## config.mk

```make
export PLATFORM = sky130hd
export DESIGN_NAME = multi_slot_software_watchdog
export DESIGN_NICKNAME = d
export VERILOG_FILES = /design/src/hdl/mswd_pkg.sv /design/src/hdl/multi_slot_software_watchdog.sv
export SDC_FILE = /design/constraint.sdc
export NUM_CORES = 1
export LEC_CHECK = 0
export BUFFER_PORTS_ARGS = -buffer_cell sky130_fd_sc_hd__buf_2
export CORE_UTILIZATION = 58
export CTS_BUF_LIST = sky130_fd_sc_hd__clkbuf_8
export CTS_CLUSTER_DIAMETER = 60
export CTS_CLUSTER_SIZE = 12
export DETAILED_ROUTE_END_ITERATION = 6
export PLACE_DENSITY_LB_ADDON = 0.05
export RECOVER_POWER = 50
export SYNTH_ARGS = -nofsm -noshare
export SYNTH_HDL_FRONTEND = slang
export SYNTH_SLANG_ARGS = --single-unit
```

## constraint.sdc

```tcl
create_clock -name aclk -period 3.15 [get_ports aclk]
set_input_delay 0.945 -clock aclk [delete_from_list [all_inputs] [get_ports aclk]]
set_output_delay 0.945 -clock aclk [all_outputs]
set_load 0.05 [all_outputs]
```

## src/hdl/mswd_pkg.sv

```systemverilog
// ----------------------------------------------------------------------------
// Multi-slot watchdog package
// Request and status codes shared by the watchdog and its port checker.
// ----------------------------------------------------------------------------
package mswd_pkg;

    typedef logic [1:0] opcode_t;
    typedef logic [1:0] status_t;

    // Request codes
    localparam opcode_t OP_ALLOC   = 2'd0;
    localparam opcode_t OP_RELEASE = 2'd1;
    localparam opcode_t OP_KICK    = 2'd2;
    localparam opcode_t OP_TICK    = 2'd3;

    // Status codes
    localparam status_t ST_OK    = 2'd0;
    localparam status_t ST_FULL  = 2'd1;
    localparam status_t ST_RANGE = 2'd2;
    localparam status_t ST_FREE  = 2'd3;

    localparam int SLOT_FIELD_W = 3;
    localparam int TMO_FIELD_W  = 16;

endpackage

```

## src/hdl/multi_slot_software_watchdog.sv

```systemverilog
// ----------------------------------------------------------------------------
// Multi-slot watchdog
// Table of watchdog slots with allocate, release, kick and tick requests.
// ----------------------------------------------------------------------------
// A user sends one request at a time on the s_ channel and receives exactly
// one answer on the m_ channel. An allocate request walks the in-use flags
// from slot 0 upward, one slot per cycle, then hands its answer over through
// the answer state to the output register. A tick walks the slots through the
// limit and count memories, one slot per cycle, with the memory read
// registered ahead of the judgement of each slot, then hands its answer over
// the same way; it stops early at the first expired slot. Release and kick do
// their work in the accept cycle and answer through the answer state as well.
// The one shared scan counter and the single read port of the slot memories
// make both walks go one slot at a time. The input is not ready while a
// request is at work, but a new request is taken while the previous answer
// still waits in the output register. No clearing pass runs after reset: the
// in-use flags are cleared at once and a free slot's memory words are never
// used before an allocate rewrites them.
// ----------------------------------------------------------------------------
module multi_slot_software_watchdog
    import mswd_pkg::*;
#(
    parameter int SLOT_COUNT  = 8,
    parameter int COUNT_WIDTH = 16
) (
    input  logic                    aclk,
    input  logic                    aresetn,
    // request channel
    input  logic                    s_valid,
    output logic                    s_ready,
    input  logic [1:0]              s_opcode,
    input  logic [TMO_FIELD_W-1:0]  s_timeout_ticks,
    input  logic [SLOT_FIELD_W-1:0] s_slot_number,
    // answer channel
    output logic                    m_valid,
    input  logic                    m_ready,
    output logic [1:0]              m_status,
    output logic [SLOT_FIELD_W-1:0] m_granted_slot,
    output logic                    m_expired,
    output logic [SLOT_FIELD_W-1:0] m_expired_slot
);

    localparam int IDX_W = (SLOT_COUNT > 1) ? $clog2(SLOT_COUNT) : 1;
    localparam logic [IDX_W-1:0] IDX_LAST = IDX_W'(SLOT_COUNT - 1);

    // sequencer states
    localparam logic [1:0] S_IDLE  = 2'd0;
    localparam logic [1:0] S_ALLOC = 2'd1;
    localparam logic [1:0] S_TICK  = 2'd2;
    localparam logic [1:0] S_RESP  = 2'd3;

    logic [1:0]             state_reg, state_next;
    logic [IDX_W-1:0]       scan_idx_reg, scan_idx_next;
    logic [IDX_W-1:0]       eval_idx_reg, eval_idx_next;
    logic                   eval_valid_reg, eval_valid_next;
    logic [SLOT_COUNT-1:0]  in_use_reg, in_use_next;
    logic [TMO_FIELD_W-1:0] tmo_reg, tmo_next;

    // pending answer, built while the request is at work
    status_t                 res_status_reg, res_status_next;
    logic [SLOT_FIELD_W-1:0] res_granted_reg, res_granted_next;
    logic                    res_expired_reg, res_expired_next;
    logic [SLOT_FIELD_W-1:0] res_exp_slot_reg, res_exp_slot_next;

    // output register
    logic                    m_valid_reg, m_valid_next;
    status_t                 m_status_reg;
    logic [SLOT_FIELD_W-1:0] m_granted_reg;
    logic                    m_expired_reg;
    logic [SLOT_FIELD_W-1:0] m_exp_slot_reg;
    logic                    out_load;

    // slot memories: limit and count, one read and one write port each
    logic [COUNT_WIDTH-1:0] lim_mem [SLOT_COUNT];
    logic [COUNT_WIDTH-1:0] cnt_mem [SLOT_COUNT];
    logic [COUNT_WIDTH-1:0] lim_rd_reg;
    logic [COUNT_WIDTH-1:0] cnt_rd_reg;
    logic                   lim_we;
    logic [COUNT_WIDTH-1:0] lim_wdata;
    logic                   cnt_we;
    logic [IDX_W-1:0]       cnt_waddr;
    logic [COUNT_WIDTH-1:0] cnt_wdata;

    logic                   accept;
    logic [IDX_W-1:0]       sn_idx;
    logic                   sn_bad;
    logic [COUNT_WIDTH-1:0] cnt_inc;

    assign s_ready = (state_reg == S_IDLE);
    assign accept  = s_valid && s_ready;
    assign sn_idx  = IDX_W'(s_slot_number);
    assign sn_bad  = ({29'd0, s_slot_number} >= 32'(SLOT_COUNT));

    // Saturating advance of the count read for the slot under evaluation
    assign cnt_inc = (cnt_rd_reg != {COUNT_WIDTH{1'b1}}) ?
                     cnt_rd_reg + COUNT_WIDTH'(1) : cnt_rd_reg;

    // Clamp the requested limit to the count range
    always_comb begin
        if (COUNT_WIDTH >= TMO_FIELD_W) begin
            lim_wdata = COUNT_WIDTH'(tmo_reg);
        end else if ((tmo_reg >> COUNT_WIDTH) != '0) begin
            lim_wdata = {COUNT_WIDTH{1'b1}};
        end else begin
            lim_wdata = COUNT_WIDTH'(tmo_reg);
        end
    end

    assign out_load = (state_reg == S_RESP) && (!m_valid_reg || m_ready);

    always_comb begin
        state_next        = state_reg;
        scan_idx_next     = scan_idx_reg;
        eval_idx_next     = eval_idx_reg;
        eval_valid_next   = 1'b0;
        in_use_next       = in_use_reg;
        tmo_next          = tmo_reg;
        res_status_next   = res_status_reg;
        res_granted_next  = res_granted_reg;
        res_expired_next  = res_expired_reg;
        res_exp_slot_next = res_exp_slot_reg;
        lim_we            = 1'b0;
        cnt_we            = 1'b0;
        cnt_waddr         = scan_idx_reg;
        cnt_wdata         = '0;

        unique case (state_reg)
            S_IDLE: begin
                if (accept) begin
                    res_status_next   = ST_OK;
                    res_granted_next  = '0;
                    res_expired_next  = 1'b0;
                    res_exp_slot_next = '0;
                    scan_idx_next     = '0;
                    tmo_next          = s_timeout_ticks;
                    case (s_opcode)
                        OP_ALLOC: begin
                            state_next = S_ALLOC;
                        end
                        OP_RELEASE: begin
                            state_next = S_RESP;
                            if (sn_bad) begin
                                res_status_next = ST_RANGE;
                            end else if (!in_use_reg[sn_idx]) begin
                                res_status_next = ST_FREE;
                            end else begin
                                in_use_next[sn_idx] = 1'b0;
                            end
                        end
                        OP_KICK: begin
                            state_next = S_RESP;
                            if (sn_bad) begin
                                res_status_next = ST_RANGE;
                            end else begin
                                cnt_we    = 1'b1;
                                cnt_waddr = sn_idx;
                            end
                        end
                        default: begin
                            state_next = S_TICK;
                        end
                    endcase
                end
            end

            S_ALLOC: begin
                // Take the first free slot met on the walk
                if (!in_use_reg[scan_idx_reg]) begin
                    in_use_next[scan_idx_reg] = 1'b1;
                    lim_we           = 1'b1;
                    cnt_we           = 1'b1;
                    res_granted_next = SLOT_FIELD_W'(scan_idx_reg);
                    state_next       = S_RESP;
                end else if (scan_idx_reg == IDX_LAST) begin
                    res_status_next = ST_FULL;
                    state_next      = S_RESP;
                end else begin
                    scan_idx_next = scan_idx_reg + IDX_W'(1);
                end
            end

            S_TICK: begin
                // Issue the read of the next slot while the previous one is judged
                eval_valid_next = 1'b1;
                eval_idx_next   = scan_idx_reg;
                if (scan_idx_reg != IDX_LAST) begin
                    scan_idx_next = scan_idx_reg + IDX_W'(1);
                end
                if (eval_valid_reg) begin
                    if (in_use_reg[eval_idx_reg]) begin
                        cnt_we    = 1'b1;
                        cnt_waddr = eval_idx_reg;
                        cnt_wdata = cnt_inc;
                    end
                    if (in_use_reg[eval_idx_reg] && (cnt_rd_reg > lim_rd_reg)) begin
                        res_expired_next  = 1'b1;
                        res_exp_slot_next = SLOT_FIELD_W'(eval_idx_reg);
                        state_next        = S_RESP;
                    end else if (eval_idx_reg == IDX_LAST) begin
                        state_next = S_RESP;
                    end
                end
            end

            S_RESP: begin
                if (out_load) begin
                    state_next = S_IDLE;
                end
            end

            default: begin
                state_next = S_IDLE;
            end
        endcase
    end

    always_comb begin
        if (out_load) begin
            m_valid_next = 1'b1;
        end else if (m_ready) begin
            m_valid_next = 1'b0;
        end else begin
            m_valid_next = m_valid_reg;
        end
    end

    // Control state
    always_ff @(posedge aclk) begin
        if (!aresetn) begin
            state_reg      <= S_IDLE;
            eval_valid_reg <= 1'b0;
            in_use_reg     <= '0;
            m_valid_reg    <= 1'b0;
        end else begin
            state_reg      <= state_next;
            eval_valid_reg <= eval_valid_next;
            in_use_reg     <= in_use_next;
            m_valid_reg    <= m_valid_next;
        end
    end

    // Payload and counters
    always_ff @(posedge aclk) begin
        scan_idx_reg     <= scan_idx_next;
        eval_idx_reg     <= eval_idx_next;
        tmo_reg          <= tmo_next;
        res_status_reg   <= res_status_next;
        res_granted_reg  <= res_granted_next;
        res_expired_reg  <= res_expired_next;
        res_exp_slot_reg <= res_exp_slot_next;
        if (out_load) begin
            m_status_reg   <= res_status_reg;
            m_granted_reg  <= res_granted_reg;
            m_expired_reg  <= res_expired_reg;
            m_exp_slot_reg <= res_exp_slot_reg;
        end
    end

    // Slot memories
    always_ff @(posedge aclk) begin
        if (lim_we) begin
            lim_mem[scan_idx_reg] <= lim_wdata;
        end
        if (cnt_we) begin
            cnt_mem[cnt_waddr] <= cnt_wdata;
        end
        lim_rd_reg <= lim_mem[scan_idx_reg];
        cnt_rd_reg <= cnt_mem[scan_idx_reg];
    end

    assign m_valid        = m_valid_reg;
    assign m_status       = m_status_reg;
    assign m_granted_slot = m_granted_reg;
    assign m_expired      = m_expired_reg;
    assign m_expired_slot = m_exp_slot_reg;

endmodule

```

==> results of run 1 <==
cell families after synthesis:
logic type / count (synthesis) / share of synthesized area, %
xor+xnor: 10 / 0.675
simple gates: 170 / 6.96
compound gates: 191 / 10.7
buf+inv: 69 / 2.11
flops: 340 / 75.3
mux: 18 / 1.93
fa+ha+maj: 24 / 2.32
power by group:
part | switching [mW] | total [mW] | internal (mW)
Sequential | 0.413 | 6.13 | 5.72
Combinational | 2.35 | 3.61 | 1.26
Clock | 1.40 | 2.47 | 1.06
area by class of cell:
| type | instances | area [µm²] | share of cell area (%) |
|---|---|---|---|
| Sequential cell | 340 | 9770 | 67.7 |
| Multi-Input combinational cell | 413 | 2970 | 20.6 |
| Timing Repair Buffer | 98 | 632 | 4.38 |
| Inverter | 31 | 116 | 0.806 |
| Clock inverter | 24 | 95.1 | 0.659 |
| Clock buffer | 36 | 495 | 3.43 |
| Tap cell | 280 | 350 | 2.43 |
routing by layer:
metal | GRT usage, % | wire (µm) | vias up
met5 | 0 | 0 | -
met4 | 7.52 | 505 | 0
met3 | 3.44 | 1990 | 41
met2 | 42.8 | 13900 | 313
met1 | 36.4 | 11900 | 3757
li1 | - | - | 3454
worst paths after layout:
| check | from | end | cells past startpoint |
|---|---|---|---|
| worst min-delay path | res_expired_reg | m_expired | 0 |
| worst max register to register | eval_idx_reg[0] | res_exp_slot_reg[0] | 7 |
| worst max-delay path | eval_idx_reg[0] | res_exp_slot_reg[0] | 7 |
| worst min register to register | res_expired_reg | m_expired | 0 |
cell usage in the layout, fill, tap and decap left out, types with 8 or more instances in the layout:
master	synthesis	routed
nand4_1	40	40
nand2b_1	10	10
mux2i_1	13	13
nor2_1	39	33
clkbuf_1	35	21
buf_4	0	43
o21ai_0	16	16
clkbuf_8	0	36
nand3_1	16	16
a21oi_1	12	12
buf_2	0	29
inv_1	31	52
o211ai_1	8	8
nand2_1	24	24
dfxtp_1	44	44
a22oi_1	128	128
nor2_2	4	9
ha_1	24	24
edfxtp_1	296	296
metrics by stage:
stage	setup slack, ns	setup TNS [ns]	std cells
after floorplan	0.0314	0	822
final	0.175	0	1222
after global placement	0.00610	0	1162
after global routing	0.0448	0	1222
after CTS	0.164	0	1222
after detailed placement	-0.0943	-1.49	1162
worst register-to-register path: stages (launching register included):
cell and delay, ns:
edfxtp_1 0.53, mux2i_1 0.18, mux4_2 0.55, buf_4 0.18, a21o_1 0.14, a31oi_1 0.42
a21oi_1 0.14, a211oi_1 0.48
==> metrics, run 1 <==
# diodes 0; initial antenna violation count 0; Tot Pwr 12.2 mW; vias in the first global route 7507; routed vias 7565; Overall Global Routing Usage 25.9%; Longest Clk Path Bufs 3; CP Launch Type flip-flop; first-pass GRT wire length 43300 µm; Gates resized, CTS repair 1; endpoints failing hold 0; FP Rows 54; Yosys warning count 0; CP max FO 7; synth cell count leaders 296 x edfxtp_1, 128 x a22oi_1, 44 x dfxtp_1, 40 x nand4_1, 39 x nor2_1; EDFF count, synth 296; detailed placement HPWL 17200 µm; Area Growth Syn to Fin 11.3%; Synth Area per Inst 15.8 µm²; I/O Buffers 35; synthesized area 0.0130 mm²; Initial Util 59.2%; hold_ws 0.418 ns; crit path DAT 3.14 ns; Leakage Power 5.03 nW; CTS tree done; setup violators final 0; cell family with the largest share of critical-path delay compound AO/OA/AOI/OAI gates; top post-synthesis cells by area edfxtp_1 69%, a22oi_1 7.4%, dfxtp_1 6.8%; share of synthesized area occupied by flip-flops and latches 75.3%; Worst slew margin 21.3%; die area 0.0230 mm²; global placement routability congestion 0.914; pin count of the biggest net entering global routing 33; worst slew pin tran 1.18 ns; Root Buffer clkbuf_8; Post-Syn Instances 822; DR DRC count 0; status finished clean; Chip Width 152 µm; Crit path required time 3.32 ns; slowest stage delay, CP 0.55 ns; Unique masters post-synth 51; fin crit share 94.5%; crit-path cells mux2i_1, mux4_2, buf_4, a21o_1, a31oi_1, a21oi_1, a211oi_1; Synth top area share 68.5%; WL per Instance 23.2 µm; Seq cells post-synth 340; PD cells 846 mW/mm²; worst vdd ir 0.000455 V; DR pass1 iterations 5; Finished Cell Area 0.0144 mm²; cts hold-fix bufs 0; Final ANT Viol Nets 0; initial drt markers 620; min-delay worst type reg -> reg; WL final 28300 µm; Vias/cell 6.19; layout cells sized above 1 14.6%; htree depth 2; biggest regs cnt_mem (128), lim_mem (128); endpoint type of the worst setup path flip-flop; Max-Cap Viols 0; CP max-delay cell mux4_2; Ports 36; Tmin final 2.98 ns; most frequent cell after synthesis edfxtp_1; global route overflow 0; post-synth top area cell edfxtp_1; fillers 1596; FMAX 336 MHz; height of the die 152 µm; final core utilization 65.9%; critical path class reg -> reg; Worst-Skew Late Latency 0.54 ns; clk sink count 340; Async S/R FF share, synth 0%; Worst-path clk slew 0.08 ns; RSZ-0062 raised after global routing no; Worst R2R Setup Slack 0.17 ns; Core Area 0.0219 mm²; post-CTS setup buffer count 0; buffer and inverter count on the worst path 1; max-slew violation count 0; dpl cell area 0.0139 mm²; syn nets 871; clk_skew 0.0142 ns; CTS buffer count 34; Final #Nets 967; Most used DFF post-synth edfxtp_1
No activity file was read; power rests on OpenSTA's default activity.
==> inputs of run 2 (changes only) <==
--- a/config.mk
+++ b/config.mk
@@ -5,6 +5,7 @@
 export SDC_FILE = /design/constraint.sdc
 export NUM_CORES = 1
 export LEC_CHECK = 0
+export ABC_AREA = 1
 export BUFFER_PORTS_ARGS = -buffer_cell sky130_fd_sc_hd__buf_2
 export CORE_UTILIZATION = 58
 export CTS_BUF_LIST = sky130_fd_sc_hd__clkbuf_8
==> run 2 against run 1 <==
Against the previous run: sequential share of layout area shrank 0.55 points; setup slack gained 0.28 ns; routed wire length grew 3.6%; core utilization shrank 1.7 points; critical path depth shrank 1; first-iteration DRC count shrank 1.1%; final area grew 0.82%; worst hold slack gained 0.0047 ns; flip-flop and latch count is the same; synthesized cell count grew 23%; count of clock-buffer cells in the layout is the same.
==> metrics, run 2 <==
status finished clean; clk sink count 340 (unchanged); Worst R2R Setup Slack 0.45 ns (+0.28 ns); Finished Cell Area 0.0146 mm² (+0.82%); routed vias 8056 (+6.5%); Worst-path clk slew 0.08 ns (about the same); DR pass1 iterations 5 (unchanged); layout cells sized above 1 11.3% (-3.4 points); Synth Area per Inst 13.3 µm² (-16%); first-pass GRT wire length 45700 µm (+5.6%); fin crit share 85.6% (-8.9 points); switching pwr 4.47 mW (+7.3%); sequential power share 51.1% (+0.9 points); PD cells 862 mW/mm² (+1.9%); WL final 29300 µm (+3.6%); pin count of the biggest net entering global routing 34 (+3.0%); CP max FO 29 (+22); Most used DFF post-synth edfxtp_1; Post-Synth Simple-Gate Area 11.8% (+4.8 points); Post-Syn Instances 1007 (+23%); dpl cell area 0.0140 mm² (+0.73%); initial antenna violation count 0 (unchanged); I/O Buffers 35 (unchanged); FMAX 371 MHz (+10%); Synth top area share 66.3% (-2.3 points); worst vdd ir 0.000479 V (+5.3%); clock network power share 20.1% (about the same); hold_ws 0.422 ns (+0.00468 ns); crit-path cells clkbuf_1, nand3_2, inv_2, a22o_1, a221oi_1, nand4_1; Initial Util 59.2% (about the same); max-slew violation count 0 (unchanged); die area 0.0237 mm² (+3.4%); endpoints failing hold 0 (unchanged); internal power 8.07 mW (+0.31%); slowest stage delay, CP 0.64 ns (+0.09 ns); fillers 1711 (+7.2%); Yosys warning count 0 (unchanged); Core Area 0.0226 mm² (+3.4%); post-synthesis adder-cell area fraction 2.24% (-0.077 points); synth cell count leaders 296 x edfxtp_1, 182 x nand2_1, 72 x inv_1, 50 x nor2_1, 44 x dfxtp_1; XOR/XNOR share of the synthesized area 0.326% (-0.35 points); Worst Hold End m_granted_slot[2]; Overall Global Routing Usage 25.8% (-0.15 points); # diodes 0 (unchanged); largest family of logic cells by synthesized area simple AND/OR/NAND/NOR gates; CP Launch Type flip-flop; Tmin final 2.70 ns (-0.279 ns); clk_skew 0.0192 ns (+0.00501 ns); Chip Width 154 µm (+1.7%); Crit path required time 3.61 ns (+0.29 ns); height of the die 154 µm (+1.7%); top post-synthesis cells by area edfxtp_1 66%, dfxtp_1 6.6%, nand2_1 5.1%; FP Rows 55 (+1.9%); biggest regs cnt_mem (128), lim_mem (128); Gates resized, CTS repair 0 (-1); Async S/R FF share, synth 0% (unchanged); cts hold-fix bufs 0 (unchanged); worst reg2reg path depth 6 (-1); crit path DAT 3.15 ns (about the same); min-delay worst type reg -> reg; Unique masters post-synth 45 (-12%); CP max-delay cell clkbuf_1; worst slew pin tran 0.857 ns (-0.324 ns); post-synthesis compound-gate area fraction 8.94% (-1.7 points); Worst-Skew Late Latency 0.54 ns (about the same); Ports 36 (unchanged); initial drt markers 613 (-1.1%); post-CTS setup buffer count 0 (unchanged); origin of the worst min-delay path res_granted_reg[2]; worst hold path stage count 0 (unchanged); Longest Clk Path Bufs 3 (unchanged); vias in the first global route 7927 (+5.6%); post-synth top area cell edfxtp_1; RSZ-0062 raised after global routing no; WL per Instance 21.2 µm (-8.5%); Root Buffer clkbuf_8; EDFF count, synth 296 (unchanged); Final ANT Viol Nets 0 (unchanged); global route overflow 0 (unchanged); htree depth 2 (unchanged); share of synthesized area occupied by flip-flops and latches 72.8% (-2.5 points); mux cell area share after synthesis 0% (-1.9 points); reg2reg end cnt_rd_reg[11]; commonest non-fill, non-tap cell in the layout edfxtp_1; DR DRC count 0 (unchanged); global placement routability congestion 0.908 (-0.70%); Leakage Power 5.34 nW (+6.1%); Final #Nets 1122 (+16%); most frequent cell after synthesis edfxtp_1; synthesized area 0.0134 mm² (+3.4%); Net Sw Frac 35.6% (+1.5 points); endpoint type of the worst setup path flip-flop; Comb pwr share 28.8% (-0.8 points); CTS tree done; Worst slew margin 42.8% (+21 points); Worst R2R Start scan_idx_reg[0]; Max-Cap Viols 0 (unchanged); detailed placement HPWL 17600 µm (+2.4%); critical path class reg -> reg; syn nets 1056 (+21%); Vias/cell 5.83 (-5.9%); Area Growth Syn to Fin 8.48%; setup violators final 0 (unchanged); CTS buffer count 34 (unchanged); commonest cells after routing, fill and taps aside 296 x edfxtp_1, 184 x nand2_1, 98 x inv_1; Seq cells post-synth 340 (unchanged)
==> run 2: cell types whose count changed after synthesis, moves of 11 or more <==
| cell | change |
|---|---|
| a21oi_1 | +26 |
| a221oi_1 | +21 |
| a22o_1 | +20 |
| a22oi_1 | -86 |
| and2_1 | -11 |
| buf_2 | +16 |
| clkbuf_1 | -26 |
| inv_1 | +41 |
| inv_2 | +16 |
| mux2i_1 | -13 |
| nand2_1 | +158 |
| nand3_1 | +24 |
| nor2_1 | +11 |
==> run 2: cells by family (layout without fill, tap and decap cells) <==
kind of cell | Yosys count | in the layout
DFF | 340 | 340
adders and majority gates | 24 | 24
AOI/OAI and AO/OA | 171 | 171
and+or+nand+nor | 344 | 344
buffers and inverters | 123 | 214
xor gates and xnor gates | 5 | 5
==> run 2: critical path, delay by kind of cell (launching register included) <==
family | cells | cell delay (ns)
and+or+nand+nor | 2 | 0.53
buffers and inverters | 2 | 1.28
DFF | 1 | 0.48
AOI/OAI and AO/OA | 2 | 0.31
==> run 2: cell type report <==
type / count / area (µm²) / area share [%]
Sequential cell: 340 / 9770 / 67.1
Clock buffer: 36 / 495 / 3.40
Multi-Input combinational cell: 544 / 3150 / 21.7
Clock inverter: 25 / 100 / 0.688
Inverter: 90 / 340 / 2.34
Timing Repair Buffer: 63 / 339 / 2.33
Tap cell: 285 / 357 / 2.45
==> run 2: power groups by stage <==
| stage | Sequential [mW] | Clock, mW | Combinational [mW] |
|---|---|---|---|
| floorplan | 6.36 | 0 | 2.52 |
| global placement | 6.48 | 0 | 3.61 |
| detailed placement | 6.50 | 0 | 3.66 |
| CTS | 6.40 | 2.58 | 3.67 |
| global route | 6.49 | 2.76 | 4.04 |
| finish | 6.40 | 2.53 | 3.61 |
==> run 2: routing by layer <==
metal	global-route usage [%]	up-vias	share of wire [%]
met3	3.78	39	5.7
met1	36.2	3938	44
li1	-	3818	-
met4	7.38	0	1.9
met5	0	-	0
met2	42.3	261	49
==> run 2: worst max-delay path by stage <==
stage	startpoint	slack, ns	endpoint
2_1_floorplan	state_reg[0]	-0.03	cnt_mem[7][0]
3_3_place_gp	s_opcode[0]	0.55	cnt_mem[5][15]
3_5_place_dp	s_opcode[0]	0.51	cnt_mem[6][6]
4_1_cts	state_reg[0]	0.51	s_ready
5_1_grt	scan_idx_reg[0]	0.23	cnt_rd_reg[11]
6_report	scan_idx_reg[0]	0.45	cnt_rd_reg[11]
==> run 2: stage by stage <==
stage	setup WS (ns)	cells	power [mW]	utilization, %	TNS (ns)
6_report	0.454	1383	12.5	64.3	0
4_1_cts	0.513	1383	12.7	64.5	0
5_1_grt	0.235	1383	13.3	64.3	0
3_5_place_dp	0.506	1322	10.2	61.9	0
2_1_floorplan	-0.0254	1007	8.88	-	-1.20
3_3_place_gp	0.550	1322	10.1	61.9	0
